### src/hw/rtl/b64e_pkg.sv
package b64e_pkg;

  // Item codes
  localparam logic OP_DATA  = 1'b0;
  localparam logic OP_FINAL = 1'b1;

  // Line geometry
  localparam int LINE_CHARS   = 76;
  localparam int GROUP_CHARS  = 4;
  localparam int LINE_W       = 7;
  localparam int LAST_GRP_POS = LINE_CHARS - GROUP_CHARS;

  // Characters
  localparam logic [7:0] PAD_CHAR = 8'h3D;
  localparam logic [7:0] CR_CHAR  = 8'h0D;
  localparam logic [7:0] LF_CHAR  = 8'h0A;
  localparam logic [7:0] ERR_CHAR = 8'h00;

  localparam logic [31:0] MAX_TOTAL_RESET = 32'hFFFF_FFFF;

  // Register map
  localparam int PADDR_W = 3;
  localparam logic REG_MAX_TOTAL = 1'b0;

  // Job queue between front and back
  localparam int QDEPTH = 2;
  localparam int QPTR_W = $clog2(QDEPTH);
  localparam int QCNT_W = $clog2(QDEPTH + 1);

  // Result step counter: up to four characters plus CR LF
  localparam int STEP_W = 3;

  typedef enum logic [1:0] {
    JOB_ERR,
    JOB_GROUP,
    JOB_CRLF
  } job_kind_t;

  typedef struct packed {
    job_kind_t   kind;
    logic [23:0] blk;
    logic [1:0]  nbytes;
    logic        crlf;
  } job_t;

  typedef struct packed {
    logic [QCNT_W-1:0] count;
    logic              full;
    logic              empty;
  } q_stat_t;

  typedef struct packed {
    logic [1:0]        pend_count;
    logic [LINE_W-1:0] line_count;
  } front_stat_t;

  // Standard alphabet lookup for one sextet
  function automatic logic [7:0] b64_char(input logic [5:0] v);
    logic [7:0] v8;
    v8 = {2'b00, v};
    if (v < 6'd26) begin
      b64_char = 8'(8'd65 + v8);
    end else if (v < 6'd52) begin
      b64_char = 8'(8'd97 + v8 - 8'd26);
    end else if (v < 6'd62) begin
      b64_char = 8'(8'd48 + v8 - 8'd52);
    end else if (v == 6'd62) begin
      b64_char = 8'h2B;
    end else begin
      b64_char = 8'h2F;
    end
  endfunction

endpackage

### src/hw/rtl/b64e_if.sv
interface b64e_byte_if;
  logic       valid;
  logic       ready;
  logic       opcode;
  logic [7:0] data_byte;

  modport source (output valid, output opcode, output data_byte, input ready);
  modport sink   (input valid, input opcode, input data_byte, output ready);
endinterface

interface b64e_char_if;
  logic       valid;
  logic       ready;
  logic [7:0] out_char;
  logic       error;
  logic       last;

  modport source (output valid, output out_char, output error, output last, input ready);
  modport sink   (input valid, input out_char, input error, input last, output ready);
endinterface

### src/hw/rtl/b64e_front.sv
module b64e_front
  import b64e_pkg::*;
(
  input  logic          clk,
  input  logic          rst,
  b64e_byte_if.sink     byte_ch,
  input  logic [31:0]   max_total,
  input  q_stat_t       q_stat,
  output logic          push,
  output job_t          job,
  output front_stat_t   stat
);

  logic [7:0]        pend0, pend1, pend0_next, pend1_next;
  logic [1:0]        pend_count, pend_count_next;
  logic [LINE_W-1:0] line_count, line_count_next;
  logic [31:0]       total, total_next;
  logic              accept;

  assign byte_ch.ready = !q_stat.full;
  assign accept        = byte_ch.valid && byte_ch.ready;
  assign stat.pend_count = pend_count;
  assign stat.line_count = line_count;

  // Classify the beat and build a job for the back end
  always_comb begin
    pend0_next      = pend0;
    pend1_next      = pend1;
    pend_count_next = pend_count;
    line_count_next = line_count;
    total_next      = total;
    push            = 1'b0;
    job.kind        = JOB_GROUP;
    job.blk         = {pend0, pend1, byte_ch.data_byte};
    job.nbytes      = 2'd3;
    job.crlf        = 1'b0;
    if (accept) begin
      case (byte_ch.opcode)
        OP_DATA: begin
          if (total >= max_total) begin
            push     = 1'b1;
            job.kind = JOB_ERR;
          end else begin
            total_next = total + 32'd1;
            if (pend_count < 2'd2) begin
              if (pend_count[0]) begin
                pend1_next = byte_ch.data_byte;
              end else begin
                pend0_next = byte_ch.data_byte;
              end
              pend_count_next = pend_count + 2'd1;
            end else begin
              push            = 1'b1;
              pend_count_next = 2'd0;
              if (line_count == LINE_W'(LAST_GRP_POS)) begin
                job.crlf        = 1'b1;
                line_count_next = '0;
              end else begin
                line_count_next = line_count + LINE_W'(GROUP_CHARS);
              end
            end
          end
        end
        OP_FINAL: begin
          pend_count_next = 2'd0;
          line_count_next = '0;
          job.crlf        = 1'b1;
          job.nbytes      = pend_count;
          job.blk         = {pend0, (pend_count > 2'd1) ? pend1 : 8'd0, 8'd0};
          if (pend_count != 2'd0) begin
            push = 1'b1;
          end else if (line_count != '0) begin
            push     = 1'b1;
            job.kind = JOB_CRLF;
          end
        end
        default: ;
      endcase
    end
  end

  always_ff @(posedge clk) begin
    pend0 <= pend0_next;
    pend1 <= pend1_next;
    if (rst) begin
      pend_count <= '0;
      line_count <= '0;
      total      <= '0;
    end else begin
      pend_count <= pend_count_next;
      line_count <= line_count_next;
      total      <= total_next;
    end
  end

endmodule

### src/hw/rtl/b64e_queue.sv
module b64e_queue
  import b64e_pkg::*;
(
  input  logic    clk,
  input  logic    rst,
  input  logic    push,
  input  job_t    push_job,
  input  logic    pop,
  output job_t    head,
  output q_stat_t stat
);

  job_t              mem [QDEPTH];
  logic [QPTR_W-1:0] wr_ptr, rd_ptr;
  logic [QCNT_W-1:0] count;

  assign head       = mem[rd_ptr];
  assign stat.count = count;
  assign stat.full  = (count == QCNT_W'(QDEPTH));
  assign stat.empty = (count == '0);

  // Entry storage
  always_ff @(posedge clk) begin
    if (push) begin
      mem[wr_ptr] <= push_job;
    end
  end

  // Pointers and fill level
  always_ff @(posedge clk) begin
    if (rst) begin
      wr_ptr <= '0;
      rd_ptr <= '0;
      count  <= '0;
    end else begin
      if (push) begin
        wr_ptr <= wr_ptr + QPTR_W'(1);
      end
      if (pop) begin
        rd_ptr <= rd_ptr + QPTR_W'(1);
      end
      case ({push, pop})
        2'b10:   count <= count + QCNT_W'(1);
        2'b01:   count <= count - QCNT_W'(1);
        default: count <= count;
      endcase
    end
  end

endmodule

### src/hw/rtl/b64e_back.sv
module b64e_back
  import b64e_pkg::*;
(
  input  logic        clk,
  input  logic        rst,
  input  job_t        head,
  input  q_stat_t     q_stat,
  output logic        pop,
  b64e_char_if.source char_ch
);

  logic [STEP_W-1:0] step, step_next;
  logic [STEP_W-1:0] n_results;
  logic              out_valid, out_valid_next;
  logic [7:0]        out_char, char_next;
  logic              out_err, out_last, last_next;
  logic              load;

  assign char_ch.valid    = out_valid;
  assign char_ch.out_char = out_char;
  assign char_ch.error    = out_err;
  assign char_ch.last     = out_last;

  assign load = !q_stat.empty && (!out_valid || char_ch.ready);

  // Number of result beats for the job at the head
  always_comb begin
    case (head.kind)
      JOB_ERR:   n_results = STEP_W'(1);
      JOB_GROUP: n_results = head.crlf ? STEP_W'(6) : STEP_W'(4);
      JOB_CRLF:  n_results = STEP_W'(2);
      default:   n_results = STEP_W'(1);
    endcase
  end

  // Character for the current step
  always_comb begin
    if (head.kind == JOB_ERR) begin
      char_next = ERR_CHAR;
    end else if (head.kind == JOB_GROUP && step < STEP_W'(GROUP_CHARS)) begin
      case (step[1:0])
        2'd0: char_next = b64_char(head.blk[23:18]);
        2'd1: char_next = b64_char(head.blk[17:12]);
        2'd2: char_next = (head.nbytes > 2'd1) ? b64_char(head.blk[11:6]) : PAD_CHAR;
        2'd3: char_next = (head.nbytes > 2'd2) ? b64_char(head.blk[5:0]) : PAD_CHAR;
        default: char_next = PAD_CHAR;
      endcase
    end else begin
      // line break pair sits on even/odd steps
      char_next = step[0] ? LF_CHAR : CR_CHAR;
    end
  end

  assign last_next = (step == n_results - STEP_W'(1));
  assign pop       = load && last_next;

  always_comb begin
    step_next      = step;
    out_valid_next = out_valid;
    if (load) begin
      out_valid_next = 1'b1;
      step_next      = last_next ? '0 : step + STEP_W'(1);
    end else if (char_ch.ready) begin
      out_valid_next = 1'b0;
    end
  end

  // Output register
  always_ff @(posedge clk) begin
    if (load) begin
      out_char <= char_next;
      out_err  <= (head.kind == JOB_ERR);
      out_last <= last_next;
    end
    if (rst) begin
      step      <= '0;
      out_valid <= 1'b0;
    end else begin
      step      <= step_next;
      out_valid <= out_valid_next;
    end
  end

endmodule

### src/hw/rtl/base64_mime_stream_encoder_unit.sv
// Channel   Role    Beat contents
// byte_ch   sink    opcode (data / finalize), data_byte
// char_ch   source  out_char, error, last
// apb       slave   max_total_bytes at byte address 0
//
// A byte beat is taken every cycle while the two-entry job queue has room.
// The back end sends one result beat per cycle from its output register while
// char_ch is ready; a three-byte group yields four to six result beats.
// Reset (rst, synchronous) clears counters, queue and output valid; the
// limit register returns to all ones. Stalls on char_ch back up the queue.
module base64_mime_stream_encoder_unit
  import b64e_pkg::*;
(
  input  logic               clk,
  input  logic               rst,
  b64e_byte_if.sink          byte_ch,
  b64e_char_if.source        char_ch,
  input  logic               psel,
  input  logic               penable,
  input  logic               pwrite,
  input  logic [PADDR_W-1:0] paddr,
  input  logic [31:0]        pwdata,
  output logic [31:0]        prdata,
  output logic               pready
);

  logic [31:0] max_total;
  logic        push, pop;
  job_t        push_job, head;
  q_stat_t     q_stat;
  front_stat_t f_stat;

  // Configuration register
  assign pready = 1'b1;
  assign prdata = (paddr[2] == REG_MAX_TOTAL) ? max_total : 32'd0;

  always_ff @(posedge clk) begin
    if (rst) begin
      max_total <= MAX_TOTAL_RESET;
    end else if (psel && penable && pwrite && pready && paddr[2] == REG_MAX_TOTAL) begin
      max_total <= pwdata;
    end
  end

  b64e_front u_front (
    .clk       (clk),
    .rst       (rst),
    .byte_ch   (byte_ch),
    .max_total (max_total),
    .q_stat    (q_stat),
    .push      (push),
    .job       (push_job),
    .stat      (f_stat)
  );

  b64e_queue u_queue (
    .clk      (clk),
    .rst      (rst),
    .push     (push),
    .push_job (push_job),
    .pop      (pop),
    .head     (head),
    .stat     (q_stat)
  );

  b64e_back u_back (
    .clk     (clk),
    .rst     (rst),
    .head    (head),
    .q_stat  (q_stat),
    .pop     (pop),
    .char_ch (char_ch)
  );

  // Checks
  a_q_bound: assert property (@(posedge clk) disable iff (rst)
    q_stat.count <= QCNT_W'(QDEPTH) && !(push && q_stat.full))
    else $error("job queue overflow");

  a_line_align: assert property (@(posedge clk) disable iff (rst)
    f_stat.line_count < LINE_W'(LINE_CHARS) && f_stat.line_count[1:0] == 2'b00)
    else $error("line position off group grid");

  a_final_clears: assert property (@(posedge clk) disable iff (rst)
    byte_ch.valid && byte_ch.ready && byte_ch.opcode == OP_FINAL
    |=> f_stat.pend_count == 2'd0 && f_stat.line_count == '0)
    else $error("finalize left state behind");

  a_err_beat: assert property (@(posedge clk) disable iff (rst)
    char_ch.valid && char_ch.error |-> char_ch.last && char_ch.out_char == ERR_CHAR)
    else $error("malformed error beat");

endmodule
### src/flat_wrapper.sv
// flat-port wrapper written by rule: the top's interface ports become plain ports
module base64_mime_stream_encoder_unit_flat import b64e_pkg::*;
  (clk, rst, psel, penable, pwrite, paddr, pwdata, prdata, pready, byte_ch_valid, byte_ch_opcode, byte_ch_data_byte, byte_ch_ready, char_ch_valid, char_ch_out_char, char_ch_error, char_ch_last, char_ch_ready);
  b64e_byte_if byte_ch_i ();
  b64e_char_if char_ch_i ();
  input  logic clk;
  input  logic rst;
  input  logic psel;
  input  logic penable;
  input  logic pwrite;
  input  logic [PADDR_W-1:0] paddr;
  input  logic [31:0] pwdata;
  output logic [31:0] prdata;
  output logic pready;
  input wire logic [$bits(byte_ch_i.valid)-1:0] byte_ch_valid;
  input wire logic [$bits(byte_ch_i.opcode)-1:0] byte_ch_opcode;
  input wire logic [$bits(byte_ch_i.data_byte)-1:0] byte_ch_data_byte;
  output wire logic [$bits(byte_ch_i.ready)-1:0] byte_ch_ready;
  output wire logic [$bits(char_ch_i.valid)-1:0] char_ch_valid;
  output wire logic [$bits(char_ch_i.out_char)-1:0] char_ch_out_char;
  output wire logic [$bits(char_ch_i.error)-1:0] char_ch_error;
  output wire logic [$bits(char_ch_i.last)-1:0] char_ch_last;
  input wire logic [$bits(char_ch_i.ready)-1:0] char_ch_ready;
  assign byte_ch_i.valid = byte_ch_valid;
  assign byte_ch_i.opcode = byte_ch_opcode;
  assign byte_ch_i.data_byte = byte_ch_data_byte;
  assign byte_ch_ready = byte_ch_i.ready;
  assign char_ch_valid = char_ch_i.valid;
  assign char_ch_out_char = char_ch_i.out_char;
  assign char_ch_error = char_ch_i.error;
  assign char_ch_last = char_ch_i.last;
  assign char_ch_i.ready = char_ch_ready;
  base64_mime_stream_encoder_unit u_core (.clk(clk), .rst(rst), .byte_ch(byte_ch_i), .char_ch(char_ch_i), .psel(psel), .penable(penable), .pwrite(pwrite), .paddr(paddr), .pwdata(pwdata), .prdata(prdata), .pready(pready));
endmodule
### config.mk
export PLATFORM = sky130hd
export DESIGN_NAME = base64_mime_stream_encoder_unit_flat
export DESIGN_NICKNAME = d
export VERILOG_FILES = /design/src/hw/rtl/b64e_pkg.sv /design/src/hw/rtl/b64e_if.sv /design/src/hw/rtl/b64e_front.sv /design/src/hw/rtl/b64e_queue.sv /design/src/hw/rtl/b64e_back.sv /design/src/hw/rtl/base64_mime_stream_encoder_unit.sv /design/src/flat_wrapper.sv
export SDC_FILE = /design/constraint.sdc
export NUM_CORES = 1
export LEC_CHECK = 0
export BUFFER_PORTS_ARGS = -buffer_cell sky130_fd_sc_hd__buf_2
export CORE_UTILIZATION = 55
export CTS_BUF_LIST = sky130_fd_sc_hd__clkbuf_16
export CTS_CLUSTER_DIAMETER = 100
export CTS_CLUSTER_SIZE = 40
export DETAILED_ROUTE_END_ITERATION = 8
export PLACE_DENSITY = 0.82
export SETUP_SLACK_MARGIN = 0.5
export SKIP_CTS_REPAIR_TIMING = 1
export SLEW_MARGIN = 20
export SYNTH_ARGS = -nofsm -noshare
export SYNTH_HDL_FRONTEND = slang
export SYNTH_SLANG_ARGS = --single-unit
### constraint.sdc
create_clock -name clk -period 4 [get_ports clk]
set_input_delay 0.4 -clock clk [delete_from_list [all_inputs] [get_ports clk]]
set_output_delay 0.4 -clock clk [all_outputs]
set_load 0.005 [all_outputs]
==> After elaboration in Yosys (flattened, before gate mapping) <==
Memories as Yosys holds them, arrays and structs flattened. A register that Yosys moved wholly into a read port is not among the register bits.
Cells that the tools add are included.
{ "classes": {"n_addsub": 29, "n_bitwise": 4, "n_mux": 56, "n_reduce_logical": 23, "n_eq_ne": 16, "order_cmp": 18} }
{ "op_table": {"columns": ["op", "count"], "rows": [
  ["$mux W8", 16],
  ["$add A7 B6 Y8 const A", 8],
  ["$lt A6 B6 Y1 const B", 8],
  ["$add A32 B1 Y32 const B", 1],
  ["$ge A32 B32 Y1", 1],
  ["$mux W32", 1],
  ["$pmux W8 S4", 1],
  ["$sub A7 B6 Y8 const B", 4],
  ["$sub A8 B5 Y8 const B", 4],
  ["$mux W29", 1],
  ["$add A6 B6 Y7 const A", 4],
  ["$eq A6 B6 Y1 const B", 4],
  ["$lt A6 B5 Y1 const B", 4],
  ["$mux W7", 3],
  ["$mux W18", 1],
  ["$mux W3", 6],
  ["$mux W1", 15],
  ["$pmux W7 S2", 1],
  ["$pmux W2 S2", 3],
  ["$eq A2 B2 Y1 const B", 5],
  ["$mux W2", 5],
  ["$reduce_and A5 Y1", 2],
  ["$add A7 B3 Y7 const B", 1],
  ["$eq A7 B7 Y1 const B", 1],
  ["other kinds (23)", 46]
]} }
{ "totals": {"inputBits": 51, "ram_bits": 58, "word_cells": 161, "register_bits": 107, "n_memories": 1} }
{ "memory_table": {"columns": ["name", "depth", "word_bits", "rd", "rd_clocked_by_memory_dff", "wr", "line_no", "rtl"], "rows": [
  ["u_core.u_queue.mem", 2, 29, 1, 1, 1, "b64e_queue.sv:13", "job_t mem [QDEPTH];"]
]} }

==> Longest topological paths before layout <==
{ "depth": {"word_depth": 8, "mapped_depth": 15, "ltp_nobuf": 12} }

==> By module <==
Synthesis repeated with hierarchy kept, for this count alone.
{ "unflattened": {"hier_cells": 1029, "hier_area_um2": 9791.9} }
{ "by_module_without_submodules": {"columns": ["module", "cells_per_inst", "seq_area_each_um2", "n_inst", "area_per_inst_um2"], "rows": [
  ["b64e_front", 429, 1261.2, 1, 3653.5],
  ["b64e_back", 311, 380.4, 1, 2309.7],
  ["b64e_queue", 112, 1841.8, 1, 2290.9],
  ["base64_mime_stream_encoder_unit", 177, 640.6, 1, 1537.7]
]} }

==> Worst setup path before layout <==
OpenSTA, ideal clock, no wires.
{ "synth_path": {"path_type": "register -> register", "from": "reg u_core.max_total[31]", "to": "mem u_core.u_queue.mem[0][0] (netlist bit) (enable)", "required_ps": 3585, "t_arrival_ps": 2926, "slack_ps": 659, "setup_time_ps": 415, "path_stages_with_launch": 10, "path_cell_list": "dfxtp_1 inv_1 ha_1 nand4_1 nor4_1 nand3_1 a21o_1 nand2_1 o41ai_2 nor2_1"} }
{ "synth_between": {"elab_chain_cells": 6} }
{ "synth_lines": {"columns": ["item", "line_no", "rtl"], "rows": [
  ["from (decl)", "base64_mime_stream_encoder_unit.sv:27", "logic [31:0] max_total;"],
  ["from (signal assigned)", "base64_mime_stream_encoder_unit.sv:41", "max_total <= pwdata;"],
  ["$ge A32 B32 Y1", "b64e_front.sv:40", "if (total >= max_total) begin"],
  ["$mux W1", "b64e_front.sv:40", null],
  ["$pmux W1 S2", "b64e_front.sv:38", "case (byte_ch.opcode)"],
  ["$mux W1", "b64e_front.sv:37", "if (accept) begin"],
  ["$mux W1", "b64e_queue.sv:24", "if (push) begin"],
  ["$mux W1 (implied by the code)", "b64e_queue.sv:25", "mem[wr_ptr] <= push_job;"],
  ["to (decl)", "b64e_queue.sv:13", null]
]} }
Every way passes these cells.

==> impl_metrics.yaml <==
power_and_ir_drop:
  p_per_area_nw_per_um2: 381
  leakage_nw: 4.33
  p_total_mw: 4.07
  ir_drop_v: 0.000346
clock_network:
  cts_tree: "done"
  cts_buffer_depth: 2
  cts_buffers: 17
  htree_levels: 4
  cts_sinks: 164
  clk_latency_ns: 0.43
  clk_pin_slew_ns: 0.06
  root_buffer: "clkbuf_16"
route:
  wl_met2_um: 10100
  viasPerCell: 6.02
  drt-total-wl_um: 21200
  wl_met3_um: 1180
  drt_iter0_drc: 629
  wl_per_cell_um: 16.4
  route.vias.total: 7803
  drc: 0
  first_pass_iters: 5
  wl_met1_um: 9500
  final_antenna_net_count: 0
  highest_layer: "met4"
cells_and_area:
  finish.net_count: 1181
  drive_gt1_share_pct: 15.2
  antennaDiodeCount: 0
  layout_common_cells: "buf_2, edfxtp_1, nor2_1"
  area_growth_pct: 11.7
  final_common_cell: "buf_2"
  fillers: 1334
synth:
  synthArstFlopShare_pct: 0
  synthXorXnorAreaFrac_pct: 1.74
  yosysSeqAreaShare_pct: 43.2
  ys_ff_latch: 164
  synth_mux_area_share_pct: 5.10
  yosys_warnings: 0
  synth_compound_area_share_pct: 17.9
  synth-simple-area-share_pct: 17.8
  synth_fa_ha_area_share_pct: 8.65
  avgSynthCellArea_um2: 9.62
  synth_edf_count: 84
  synth.distinct_cells: 84
  synth_nets: 1109
  synthFlopType: "edfxtp_1"
  syn_area_um2: 9540
  synth_top_family_by_area: "compound AO/OA/AOI/OAI gates"
  netlist_instances: 992
global_routing:
  grt_usage_pct: 24.5
  grt_pass1_vias: 7289
  grt_start_max_net_pins: 65
  antenna_found_initial: 0
  grt-ovfl-total: 0
  grt_pass1_wl_um: 34900
setup_path:
  required_ns: 4.24
  critical_path_peak_fanout: 21
  cpPeakStageDelay_ns: 0.61
  timing.critical_path.arrival_ns: 3.47
  path_class: "reg2reg"
  cp_slowest_cell: "dfxtp_4"
  cp-end-kind: "flop"
  crit_chain: "mux2i_1, inv_1, ha_1, nor2_1, a2111oi_4, o21ai_0, o221ai_1, a22oi_1, o21ai_1, a211oi_1"
  cp-start-kind: "flop"
placed_design:
  dp_hpwl_um: 15300
  io_buffer_count: 92
  place.gp.congestion: 0.907
timing:
  slew_violations: 0
  rsz0062_at_grt: "no"
  max_freq_ghz: 0.310
  setup_viol: 0
  worstMarginPinSlew_ns: 1.03
  final.period_utilization_pct: 80.7
  hold_violations: 0
  timing.setup.tns_ns: 0
  slew-limit-headroom_pct: 31.4
  finalClockSkew_ns: 0.0108
  fin_crit_ns: 3.23
floorplanning:
  core-area_um2: 16800
  start_util_pct: 56.9
  row_count: 47
  die_y_um: 134
  die_width_um: 134
  die-area_um2: 17900
  io_pins: 96
job:
  cap_violations: 0
min_path:
  hp-class: "in2reg"
run_status:
  status: "finished, final reports clean"
==> layout make-up <==
| cell class | instances | area, µm² | share of cell area (%) |
|---|---|---|---|
| Tap cell | 220 | 275 | 2.58 |
| Sequential cell | 164 | 4130 | 38.7 |
| Inverter | 78 | 293 | 2.75 |
| Timing Repair Buffer | 100 | 520 | 4.88 |
| Multi-Input combinational cell | 703 | 4900 | 46.0 |
| Clock inverter | 14 | 96.3 | 0.904 |
| Clock buffer | 18 | 450 | 4.22 |
==> metrics by stage <==
| step | area [µm²] | worst slack (ns) | utilization (%) | instances | hold slack [ns] |
|---|---|---|---|---|---|
| final | 10700 | 0.771 | 63.6 | 1297 | 0.186 |
| after global routing | 10700 | 0.517 | 63.6 | 1297 | 0.168 |
| after CTS | 10700 | 0.564 | 63.6 | 1297 | 0.167 |
| after detailed placement | 10100 | 0.604 | 60.3 | 1265 | 0.432 |
| after floorplan | 9540 | 0.659 | - | 992 | 0.421 |
| after global placement | 10100 | 0.709 | 60.3 | 1265 | 0.423 |
==> metal layers <==
| metal | vias to the layer above | GRT usage (%) |
|---|---|---|
| met3 | 30 | 4.34 |
| met2 | 245 | 40.2 |
| met4 | 0 | 9.15 |
| met5 | - | 0 |
| li1 | 3818 | - |
| met1 | 3710 | 32.3 |
==> synth_stat cells, drive strengths merged (6+ instances only) <==
cell type	number	area share, %
and2	18	1.2
or4	23	1.8
o21a	8	0.63
nand2	78	3.1
mux2i	36	4.4
a211oi	6	0.47
o41ai	6	0.71
nand3	27	1.5
mux2	6	0.71
dfxtp	80	17
nor2	85	3.4
and4	7	0.67
edfxtp	84	26
o21ai	37	1.9
ha	66	8.7
xnor2	14	1.3
clkbuf	27	1.1
a31oi	6	0.39
a311oi	6	0.62
nor2b	12	0.79
and3	10	0.66
a21oi	73	3.8
nor3	11	0.70
nand2b	6	0.39
a21o	6	0.47
o31ai	28	2.2
inv	78	3.1
nand4	17	1.3
o211ai	39	3.1
buf	20	1.4
==> critical path, delay by kind of cell, from the launching register on <==
| family | cells | cell delay, ns |
|---|---|---|
| AOI/OAI and AO/OA | 6 | 1.24 |
| DFF | 1 | 0.61 |
| muxes | 1 | 0.48 |
| adders and majority gates | 1 | 0.30 |
| and+or+nand+nor | 1 | 0.21 |
| buffers and inverters | 1 | 0.19 |
==> path summary, 6_finish.rpt <==
kind	slack, ns	startpoint	to	cells after the start
max	0.77	flop	u_core.u_back.char_ch.out_char[3]$_SDFFCE_PP0P_	10
min	0.19	byte_ch_data_byte[0]	u_core.u_front.pend1[0]$_DFFE_PP_	1
max reg2reg	0.77	flop	u_core.u_back.char_ch.out_char[3]$_SDFFCE_PP0P_	10
min reg2reg	0.45	u_core.u_front.pend0[4]$_DFFE_PP_	u_core.u_queue.mem[0][23]$_DFFE_PP_	0
==> flip-flops by register name, summed over array words and instances, names as in the netlist, named ones only <==
register	cells
u_core.u_queue.wr_ptr	1
u_core.u_front.pend0	8
u_core.u_queue.count	2
u_core.u_front.line_count	5
u_core.u_back.char_ch.valid	1
u_core.u_front.total	32
u_core.max_total	32
u_core.u_back.step	3
u_core.u_back.char_ch.out_char	8
u_core.u_back.char_ch.error	1
u_core.u_back.char_ch.last	1
u_core.u_queue.rd_ptr	1
u_core.u_queue.mem	58
u_core.u_front.pend1	8
u_core.u_front.pend_count	2
==> cells by family after synthesis <==
group           Yosys count
fa+ha+maj                66
xor+xnor                 19
simple gates            323
other cells               1
buf+inv                 125
flops                   164
compound gates          252
mux                      42
==> power by group <==
part,switching (mW),leakage [nW],internal (mW)
sequential,0.0422,1.42,1.85
combinational,0.396,2.62,0.254
clock,0.647,0.298,0.878
Power figures use the tool's default switching activity.
